## src/design/uvbc_pkg.sv

```systemverilog
// Shared types and constants for the UV background calibrator.
`default_nettype none
package uvbc_pkg;

    localparam int READING_W = 12;
    localparam int LEVEL_W   = 8;
    localparam int STORE_W   = 20;

    // Full scale of the calibrated level and the scaling shift (times 256)
    localparam logic [LEVEL_W-1:0] LEVEL_MAX = 8'd255;
    localparam int SCALE_SHIFT = 8;

    localparam logic [STORE_W-1:0] STORE_MAX = 20'hFFFFF;

    typedef enum logic [1:0] {
        OP_SAMPLE  = 2'd0,
        OP_AVERAGE = 2'd1,
        OP_MEASURE = 2'd2,
        OP_CLEAR   = 2'd3
    } op_t;

    localparam int CFG_INDEX_W = 2;
    localparam logic [CFG_INDEX_W-1:0] REG_WHITE = 2'd0;
    localparam logic [CFG_INDEX_W-1:0] REG_BLACK = 2'd1;

    typedef enum logic [1:0] {
        ST_IDLE,
        ST_EXEC,
        ST_DIV,
        ST_FIN
    } ctrl_state_t;

    typedef struct packed {
        op_t                  op;
        logic [READING_W-1:0] first_reading;
        logic [READING_W-1:0] second_reading;
    } in_item_t;

    typedef struct packed {
        logic [LEVEL_W-1:0]   scaled_level;
        logic [READING_W-1:0] raw_difference;
        logic [STORE_W-1:0]   background_level;
    } out_item_t;

    // Divider handshake toward the controller
    typedef struct packed {
        logic busy;
        logic done;
    } div_status_t;

endpackage
`default_nettype wire

```

## src/design/uvbc_serial_div.sv

```systemverilog
// Bit-serial restoring divider: one quotient bit per cycle.
`default_nettype none
module uvbc_serial_div
    import uvbc_pkg::*;
(
    input  wire logic                 clk,
    input  wire logic                 rst_n,
    input  wire logic                 start,
    input  wire logic [STORE_W-1:0]   dividend,
    input  wire logic [READING_W-1:0] divisor,
    output div_status_t               status,
    output logic [STORE_W-1:0]        quotient
);

    localparam int STEP_W = $clog2(STORE_W + 1);
    localparam logic [STEP_W-1:0] LAST_STEP = STEP_W'(STORE_W - 1);

    logic [STORE_W-1:0]   quo_reg;
    logic [READING_W-1:0] rem_reg;
    logic [READING_W-1:0] div_reg;
    logic [STEP_W-1:0]    step_reg;
    logic                 busy_reg;
    logic                 done_reg;

    logic [READING_W:0] partial;
    logic [READING_W:0] trial;
    logic               fits;

    // Shift the next dividend bit into the remainder and try a subtract
    always_comb
    begin
        partial = {rem_reg, quo_reg[STORE_W-1]};
        trial   = partial - {1'b0, div_reg};
        fits    = partial >= {1'b0, div_reg};
    end

    always_ff @(posedge clk or negedge rst_n)
    begin
        if (!rst_n)
        begin
            busy_reg <= 1'b0;
            done_reg <= 1'b0;
            step_reg <= '0;
        end
        else
        begin
            done_reg <= 1'b0;
            if (start)
            begin
                busy_reg <= 1'b1;
                step_reg <= '0;
            end
            else if (busy_reg)
            begin
                step_reg <= step_reg + 1'b1;
                if (step_reg == LAST_STEP)
                begin
                    busy_reg <= 1'b0;
                    done_reg <= 1'b1;
                end
            end
        end
    end

    always_ff @(posedge clk)
    begin
        if (start)
        begin
            quo_reg <= dividend;
            rem_reg <= '0;
            div_reg <= divisor;
        end
        else if (busy_reg)
        begin
            quo_reg <= {quo_reg[STORE_W-2:0], fits};
            rem_reg <= fits ? trial[READING_W-1:0] : partial[READING_W-1:0];
        end
    end

    assign status.busy = busy_reg;
    assign status.done = done_reg;
    assign quotient    = quo_reg;

endmodule
`default_nettype wire

```

## src/design/uv_background_calibrator.sv

```systemverilog
// Top level of the UV background calibrator: control, background state, output register.
`default_nettype none
//
//  Channel | Handshake             | Payload
//  --------+-----------------------+----------------------------------------
//  in      | in_valid / in_ready   | in_item: op, first/second reading
//  out     | out_valid / out_ready | out_item: scaled level, raw diff, background
//  cfg     | cfg_valid / cfg_ready | cfg_index, cfg_data (white, black level)
//
//  Ops that need a quotient (average with samples, measure with a positive span)
//  pass from accept through ST_EXEC (divider start), ST_DIV (the serial divider
//  works out the quotient bit by bit and it is picked up on done) and ST_FIN.
//  Other ops pass through ST_EXEC and ST_FIN. One item is in work at a time; the
//  next item is accepted the cycle after the result moves into the output register.
//  Reset clears background sum and count; a stalled output holds the finish step.
//
module uv_background_calibrator
    import uvbc_pkg::*;
#(
    parameter int MAX_BACKGROUND_SAMPLES = 256
)
(
    input  wire logic                   clk,
    input  wire logic                   rst_n,
    input  wire logic                   in_valid,
    output logic                        in_ready,
    input  wire in_item_t               in_item,
    output logic                        out_valid,
    input  wire logic                   out_ready,
    output out_item_t                   out_item,
    input  wire logic                   cfg_valid,
    output logic                        cfg_ready,
    input  wire logic [CFG_INDEX_W-1:0] cfg_index,
    input  wire logic [READING_W-1:0]   cfg_data
);

    localparam int CNT_W = $clog2(MAX_BACKGROUND_SAMPLES + 1);
    localparam logic [CNT_W-1:0] CNT_MAX = CNT_W'(MAX_BACKGROUND_SAMPLES);

    ctrl_state_t state_reg, state_next;

    in_item_t             item_reg;
    logic [READING_W-1:0] white_reg;
    logic [READING_W-1:0] black_reg;
    logic [STORE_W-1:0]   store_reg;
    logic [CNT_W-1:0]     count_reg;

    // Result waiting for the output register
    logic [LEVEL_W-1:0]   res_level_reg;
    logic [STORE_W-1:0]   res_store_reg;
    logic [CNT_W-1:0]     res_count_reg;

    logic                 out_valid_reg;
    out_item_t            out_item_reg;

    logic                 div_start;
    div_status_t          div_status;
    logic [STORE_W-1:0]   div_dividend;
    logic [READING_W-1:0] div_divisor;
    logic [STORE_W-1:0]   quotient;

    logic [READING_W-1:0] diff;
    logic [READING_W-1:0] net;
    logic [READING_W-1:0] span;
    logic                 span_neg;
    logic                 span_zero;
    logic [STORE_W:0]     sum;
    logic                 need_div;
    logic                 out_load;

    // Datapath for the item in work
    always_comb
    begin
        diff = (item_reg.second_reading >= item_reg.first_reading)
             ? item_reg.second_reading - item_reg.first_reading : '0;
        // Below background floors at zero; store is then under 4096
        net  = ({{(STORE_W-READING_W){1'b0}}, diff} > store_reg)
             ? diff - store_reg[READING_W-1:0] : '0;
        span      = white_reg - black_reg;
        span_neg  = white_reg < black_reg;
        span_zero = white_reg == black_reg;
        sum       = {1'b0, store_reg} + {{(STORE_W+1-READING_W){1'b0}}, diff};
        need_div  = ((item_reg.op == OP_AVERAGE) && (count_reg != '0))
                 || ((item_reg.op == OP_MEASURE) && !span_neg && !span_zero);
        if (item_reg.op == OP_AVERAGE)
        begin
            div_dividend = store_reg;
            div_divisor  = {{(READING_W-CNT_W){1'b0}}, count_reg};
        end
        else
        begin
            div_dividend = {net, {SCALE_SHIFT{1'b0}}};
            div_divisor  = span;
        end
        out_load = !out_valid_reg || out_ready;
    end

    // Control
    always_comb
    begin
        state_next = state_reg;
        div_start  = 1'b0;
        case (state_reg)
            ST_IDLE:
            begin
                if (in_valid)
                begin
                    state_next = ST_EXEC;
                end
            end
            ST_EXEC:
            begin
                if (need_div)
                begin
                    div_start  = 1'b1;
                    state_next = ST_DIV;
                end
                else
                begin
                    state_next = ST_FIN;
                end
            end
            ST_DIV:
            begin
                if (div_status.done)
                begin
                    state_next = ST_FIN;
                end
            end
            ST_FIN:
            begin
                if (out_load)
                begin
                    state_next = ST_IDLE;
                end
            end
            default:
            begin
                state_next = ST_IDLE;
            end
        endcase
    end

    always_ff @(posedge clk or negedge rst_n)
    begin
        if (!rst_n)
        begin
            state_reg <= ST_IDLE;
        end
        else
        begin
            state_reg <= state_next;
        end
    end

    // Reference levels, background state and output valid
    always_ff @(posedge clk or negedge rst_n)
    begin
        if (!rst_n)
        begin
            white_reg     <= '1;
            black_reg     <= '0;
            store_reg     <= '0;
            count_reg     <= '0;
            out_valid_reg <= 1'b0;
        end
        else
        begin
            if (cfg_valid)
            begin
                if (cfg_index == REG_WHITE)
                begin
                    white_reg <= cfg_data;
                end
                else if (cfg_index == REG_BLACK)
                begin
                    black_reg <= cfg_data;
                end
            end
            if ((state_reg == ST_FIN) && out_load)
            begin
                store_reg     <= res_store_reg;
                count_reg     <= res_count_reg;
                out_valid_reg <= 1'b1;
            end
            else if (out_ready)
            begin
                out_valid_reg <= 1'b0;
            end
        end
    end

    // Payload registers
    always_ff @(posedge clk)
    begin
        if ((state_reg == ST_IDLE) && in_valid)
        begin
            item_reg <= in_item;
        end
        if (state_reg == ST_EXEC)
        begin
            res_level_reg <= '0;
            res_store_reg <= store_reg;
            res_count_reg <= count_reg;
            case (item_reg.op)
                OP_SAMPLE:
                begin
                    // Drop the sample once the count has saturated
                    if (count_reg < CNT_MAX)
                    begin
                        res_store_reg <= sum[STORE_W] ? STORE_MAX : sum[STORE_W-1:0];
                        res_count_reg <= count_reg + 1'b1;
                    end
                end
                OP_MEASURE:
                begin
                    // Zero span: full scale for any net signal above zero; negative span: zero
                    if (span_zero && (net != '0))
                    begin
                        res_level_reg <= LEVEL_MAX;
                    end
                end
                OP_CLEAR:
                begin
                    res_store_reg <= '0;
                    res_count_reg <= '0;
                end
                default:
                begin
                    res_store_reg <= store_reg;
                end
            endcase
        end
        else if ((state_reg == ST_DIV) && div_status.done)
        begin
            if (item_reg.op == OP_AVERAGE)
            begin
                res_store_reg <= quotient;
            end
            else
            begin
                res_level_reg <= (quotient > {{(STORE_W-LEVEL_W){1'b0}}, LEVEL_MAX})
                               ? LEVEL_MAX : quotient[LEVEL_W-1:0];
            end
        end
        if ((state_reg == ST_FIN) && out_load)
        begin
            out_item_reg.scaled_level     <= res_level_reg;
            out_item_reg.raw_difference   <= diff;
            out_item_reg.background_level <= res_store_reg;
        end
    end

    uvbc_serial_div u_div (
        .clk      (clk),
        .rst_n    (rst_n),
        .start    (div_start),
        .dividend (div_dividend),
        .divisor  (div_divisor),
        .status   (div_status),
        .quotient (quotient)
    );

    assign in_ready  = state_reg == ST_IDLE;
    assign cfg_ready = 1'b1;
    assign out_valid = out_valid_reg;
    assign out_item  = out_item_reg;

endmodule
`default_nettype wire

```

## config.mk

```make
export PLATFORM = sky130hd
export DESIGN_NAME = uv_background_calibrator
export DESIGN_NICKNAME = d
export VERILOG_FILES = /design/src/design/uvbc_pkg.sv /design/src/design/uvbc_serial_div.sv /design/src/design/uv_background_calibrator.sv
export SDC_FILE = /design/constraint.sdc
export NUM_CORES = 1
export LEC_CHECK = 0
export BUFFER_PORTS_ARGS = -buffer_cell sky130_fd_sc_hd__buf_2
export CAP_MARGIN = 20
export CORE_UTILIZATION = 30
export DETAILED_ROUTE_END_ITERATION = 10
export GPL_ROUTABILITY_DRIVEN = 0
export MAX_ROUTING_LAYER = met4
export SKIP_LAST_GASP = 1
export SYNTH_ARGS = -nofsm -noshare
export SYNTH_HDL_FRONTEND = slang
export SYNTH_SLANG_ARGS = --single-unit
```

## constraint.sdc

```tcl
create_clock -name clk -period 5.54 [get_ports clk]
set_input_delay 0.277 -clock clk [delete_from_list [all_inputs] [get_ports clk]]
set_output_delay 0.277 -clock clk [all_outputs]
set_load 0.01 [all_outputs]
```

### Word-level counts from Yosys, hierarchy flattened

Cells that the tools add are included.

* add/subtract/negate cells: 7
* $lt $le $gt $ge: 6
* equal/unequal tests: 13
* muxes and demuxes: 38
* bitwise operators: 1
* reductions and logical operators: 26

Operators with widths (count)
* two-way mux 20 bit: 8
* two-way mux 8 bit: 6
* subtractor 12 bit: 4
* case mux 20 bit (2 select lines): 1
* two-way mux 12 bit: 3
* adder 20 x 12 -> 21 bit: 1
* greater-than comparator 12 x 20 -> 1 bit: 1
* greater-than comparator 20 x 8 -> 1 bit (second input constant): 1
* two-way mux 9 bit: 2
* case mux 9 bit (2 select lines): 1
* >= comparator 13 x 12 -> 1 bit: 1
* == test 12 bit: 1
* >= comparator 12 bit: 1
* < comparator 12 bit: 1
* nonzero test 12 bit: 1
* two-way mux 1 bit: 11
* two-way mux 5 bit: 2
* adder 9 x 1 -> 9 bit (second input constant): 1
* < comparator 9 bit (second input constant): 1
* nonzero test 9 bit: 1
* == test 2 bit (second input constant): 4
* case mux 2 bit (4 select lines): 1
* nonzero test 2 bit: 4
* logical AND 1 bit: 7
* 12 further kinds: 26

* flip-flop bits (word level): 210
* bits of input ports: 45
* output and inout bits: 43

### Longest topological paths before layout

* depth after elaboration: 9
* gate-level depth with buffers: 23

### By module

From an unflattened synthesis, not the netlist that was laid out.

* cell total of the unflattened synthesis: 1093
* area, all modules: 12044.1 µm²

Modules (own cells, without submodules)
* uv_background_calibrator: times used 1, cells an instance 848, area an instance 9270.1 µm²
* uvbc_serial_div: times used 1, cells an instance 245, area an instance 2773.9 µm²

### Worst setup path after synthesis

OpenSTA, ideal clock, no wires.

* path type: register to register
* start point: register item_reg[0] (netlist name)
* end point: register res_level_reg[0] (data pin)
* arrival time: 4361 ps
* data required time: 5261 ps
* path slack: 900 ps
* stages on the path, launching flop included: 22
* path buffers: 2
* path through: edfxtp_1 -> inv_1 -> ha_1 -> inv_1 -> fa_1 -> a21o_1 -> a21oi_1 -> o21ai_1 -> and2_1 -> or4b_1 -> nand2_1 -> buf_2 -> nor2_1 -> ha_1 -> buf_2 -> a211oi_2 -> o31ai_1 -> xnor2_1 -> and4_1 -> o211ai_1 -> o41ai_4 -> o21ai_0

* cells in the longest elaborated chain, start to end: 9

Ends and longest elaborated chain
* start, declared: RTL line uv_background_calibrator.sv:42 `in_item_t item_reg;`
* start signal, assigned: RTL line uv_background_calibrator.sv:198 `item_reg <= in_item;`
* subtractor 12 bit / >= comparator 12 bit (equally long branches): RTL line uv_background_calibrator.sv:75, uv_background_calibrator.sv:74
* two-way mux 12 bit (*): RTL line uv_background_calibrator.sv:75 `? item_reg.second_reading - item_reg.first_reading : '0;`
* named net diff[2]: RTL line uv_background_calibrator.sv:62 `logic [READING_W-1:0] diff;`
* greater-than comparator 12 x 20 -> 1 bit / subtractor 12 bit (equally long branches): RTL line uv_background_calibrator.sv:77, uv_background_calibrator.sv:78
* two-way mux 12 bit (*): RTL line uv_background_calibrator.sv:78 `? diff - store_reg[READING_W-1:0] : '0;`
* nonzero test 12 bit (*): RTL line uv_background_calibrator.sv:218 `if (span_zero && (net != '0))`
* logical AND 1 bit (*): RTL line uv_background_calibrator.sv:218
* two-way mux 8 bit (*): RTL line uv_background_calibrator.sv:218
* two-way mux 8 bit (*): RTL line uv_background_calibrator.sv:205 `case (item_reg.op)`
* two-way mux 8 bit (*): RTL line uv_background_calibrator.sv:200 `if (state_reg == ST_EXEC)`
* end signal, assigned: RTL line uv_background_calibrator.sv:242 `res_level_reg <= (quotient > {{(STORE_W-LEVEL_W){1'b0}}, LEVEL_MAX})`
* end, declared: RTL line uv_background_calibrator.sv:49 `logic [LEVEL_W-1:0] res_level_reg;`

Mark *: on every way through the listed nets, which the timed path passes. The rest lies on a longest branch.
A chain may end at the register's enable or synchronous reset.

### Final worst setup path

* start point: register item_reg[0] (netlist name)
* end point: register res_store_reg[6] (data pin)

* cells in the longest elaborated chain, start to end: 7

Ends and longest elaborated chain
* subtractor 12 bit / >= comparator 12 bit (equally long branches): RTL line uv_background_calibrator.sv:75, uv_background_calibrator.sv:74
* two-way mux 12 bit (*): RTL line uv_background_calibrator.sv:75
* named net diff[2]: RTL line uv_background_calibrator.sv:62
* adder 20 x 12 -> 21 bit (*): RTL line uv_background_calibrator.sv:82 `sum = {1'b0, store_reg} + {{(STORE_W+1-READING_W){1'b0}}, diff};`
* two-way mux 20 bit (*): RTL line uv_background_calibrator.sv:211 `res_store_reg <= sum[STORE_W] ? STORE_MAX : sum[STORE_W-1:0];`
* two-way mux 20 bit (*): RTL line uv_background_calibrator.sv:209 `if (count_reg < CNT_MAX)`
* case mux 20 bit (2 select lines) (*): RTL line uv_background_calibrator.sv:205
* two-way mux 20 bit (*): RTL line uv_background_calibrator.sv:200
* end signal, assigned: RTL line uv_background_calibrator.sv:203 `res_store_reg <= store_reg;`
* end signal, assigned: RTL line uv_background_calibrator.sv:211
* end signal, assigned: RTL line uv_background_calibrator.sv:230 `res_store_reg <= store_reg;`
* end, declared: RTL line uv_background_calibrator.sv:50 `logic [STORE_W-1:0] res_store_reg;`

Marks and branches as above.

==> impl_results.md <==
* Top cells by area, synth: edfxtp_1 34%, dfrtp_1 11%, ha_1 7.4%
* Final count of hold timing violations at 0
* Top cell type's share of synthesized area at about a third
* Ys async rst share at 30.00%
* Routed Antenna Nets at 0
* Grt ovf at 0
* Initial antenna violation count at 0
* Starting Density at 30.50%
* Syn_nets at ~1300
* Slew margin rel. at about 40%
* Clk Tree Root Cell: clkbuf_16
* Placement Cell Area at about 13000 um2
* Number of setup violations in the final report at 0
* DR iter-0 viols at around 640
* Final instance area at between 10000 and 15000 um2
* Clock transition at path regs at ~60 ps
* CP endpoint kind: flop
* Max_cap viols at 0
* Warnings from Yosys at 0
* CTS tree: built
* Synth Area per Inst at about 10 um2
* RSZ-0062 raised after global routing: false
* Status: finished clean
* Slew @ Worst Pin at 901.6 ps
* Tcrit/Tclk final at 93.40%
* Worst-Skew Late Latency at roughly 530 ps
* CP arrival at 5500 ps
* Netlist cell types at 82
* WL/cell at roughly 16 um
* Core Area at 38740 um2
* Slew Limit Fails at 0
* Fraction of layout cells with a size suffix above 1 at roughly 17%
* Drt total wl at ~29 mm
* Row count at 72
* GRT Overall Usage at 14.71%
* IO buf count at 86
* DR vias at 8860
* Pleak at roughly 5.6 nW
* Sink Count at 210
* Startpoint Class: flop
* WP data required at 5870 ps
* Pre-Repair DR Iteration Count at 5
* Post-synth top flop: edfxtp_1
* First-pass GRT wire length at ~47 mm
* Fin crit period at 5175 ps
* Cell area power density at around 600 nW/um2
* Area grow syn2layout at 18.79%
* Fin Setup TNS at 0 ps
* Nets at between 1000 and 1500
* Die Ht at ~200 um
* Die Area at approximately 40000 um2
* Hold Path Class: in -> reg
* Dpl cells at 1700
* Pin count of the biggest net entering global routing at 64
* Crit Path Class: reg -> reg
* Clk buf depth at 3
* Most frequent cells in the layout: 135 x edfxtp_1, 95 x inv_1, 94 x nor2_1, 86 x buf_2, 83 x nand2_1
* Register bit total from synthesis at 210
* Seq/Total Area, Yosys at 49.82%
* Finished Core Util at roughly 36%
* I/O pin cnt at 88
* Commonest non-fill, non-tap cell in the layout: edfxtp_1
* CP Max Fanout at 10
* # DRC at 0
* Vias in the first global route at between 8000 and 9000
* Synthesized cell area at 11810 um2
* Layout filler cell count at a little under 4000
* Number of H-tree levels at 1
* Max reg flops at 40
* Hpwl dp at approximately 20 mm
* Setup Skew at 20.23 ps
* Post-synth EDFFs at around 140
* DR vias/cell at 4.961
* VDD IR max at approximately 0.28 mV
* ANT cells at 0
* Cells after Synth at roughly 1100
* Filler-free cell count of the finished design at between 1500 and 2000
* Die X-Extent at roughly 200 um
* TritonCTS buffer count at 25
* Max Fclk at between 150 and 200 MHz
* Synth area leader: edfxtp_1
-- metal layers --
metal	vias up	routed length (um)	global-route usage [%]
met3	51	971	1.575
met1	4300	13620	19.46
met2	180	13290	23.38
met4	0	800	5.207
met5	-	0	-
li1	4329	-	-
-- per-stage QoR --
stage	setup WS, ps	hold slack [ps]	total power [mW]
final	365.5	28.50	8.255
after global routing	58.73	22.80	8.864
after CTS	172.1	5.826	8.271
after detailed placement	192.2	404.5	6.581
after global placement	347.0	412.4	6.517
after floorplan	900.3	-18.59	5.568
-- worst max-delay path, stage by stage, from the launching register on --
cell and delay [ps]:
edfxtp_1 360, inv_1 70, ha_1 150, inv_1 60, fa_1 410, a21o_1 200
a21oi_1 200, o21ai_1 100, and2_1 200, or4b_1 540, nand2_2 200, nor2_1 120
ha_1 440, o21bai_1 330, a211oi_1 150, o31ai_2 380, a31oi_4 190, nor2_1 270
buf_4 220, nor3_1 70, o32ai_1 300
-- synth_stat cells, drive strengths merged, types with 4 or more instances --
cell	number
xnor2	21
o21bai	7
dfrtp	51
nand3	30
nand4	11
clkbuf	31
a22o	4
nor3	17
inv	96
or3	6
a311o	4
mux2i	11
and2	12
dfstp	12
nor4	11
buf	18
a211oi	20
o21a	13
o31ai	7
a21o	16
fa	5
nand2	84
dfxtp	12
edfxtp	135
nand2b	18
mux2	41
o311ai	11
a31oi	19
ha	70
nor2	95
and3	5
o21ai	83
xor2	17
nor2b	19
or2	6
o22ai	8
a21oi	57
-- layout make-up --
cell class | instances | area [um2] | share of cell area, %
Sequential cell | 210 | 5886 | 41.94
Multi-Input combinational cell | 779 | 5376 | 38.31
Timing Repair Buffer | 138 | 957.2 | 6.821
Tap cell | 518 | 648.1 | 4.618
Clock buffer | 28 | 636.9 | 4.538
Inverter | 96 | 360.3 | 2.568
Clock inverter | 17 | 168.9 | 1.204
-- final timing paths --
check	startpoint	to	slack [ps]	cells after the start
min reg2reg	res_level_reg[2]$_DFFE_PP_	out_item[34]$_DFFE_PP_	420	0
max	item_reg[0]$_DFFE_PP_	res_store_reg[6]$_DFFE_PP_	370	20
max reg2reg	item_reg[0]$_DFFE_PP_	res_store_reg[6]$_DFFE_PP_	370	20
min	cfg_data[10]	white_reg[10]$_DFFE_PN1P_	30	2
min in group asynchronous	rst_n	black_reg[8]$_DFFE_PN0P_	510	3
max in group asynchronous	rst_n	store_reg[16]$_DFFE_PN0P_	4460	3
-- report_power, final --
group | internal, mW | switching [mW] | total, mW
combinational | 1.48 | 2.16 | 3.64
sequential | 2.51 | 0.483 | 2.99
clock | 0.968 | 0.657 | 1.62
total | 4.95 | 3.30 | 8.25
-- timing repair --
action / CTS / global route
hold buffers: 37 / 0
resized for setup: 0 / 2
buffers inserted: 0 / 1
hold endpoints to repair: 62 / 0
setup endpoints to repair: 0 / 16
-- cells by family (layout without fill, tap and decap cells) --
family,Yosys count,after routing,share of synthesized area (%)
compound gates,283,283,15.79
other cells,1,1,0.03174
buf+inv,145,279,4.893
mux,52,52,4.840
simple gates,330,330,13.55
xor+xnor,38,38,2.817
fa+ha+maj,75,75,8.261
flops,210,210,49.82
(Power assumes the default switching activity.)
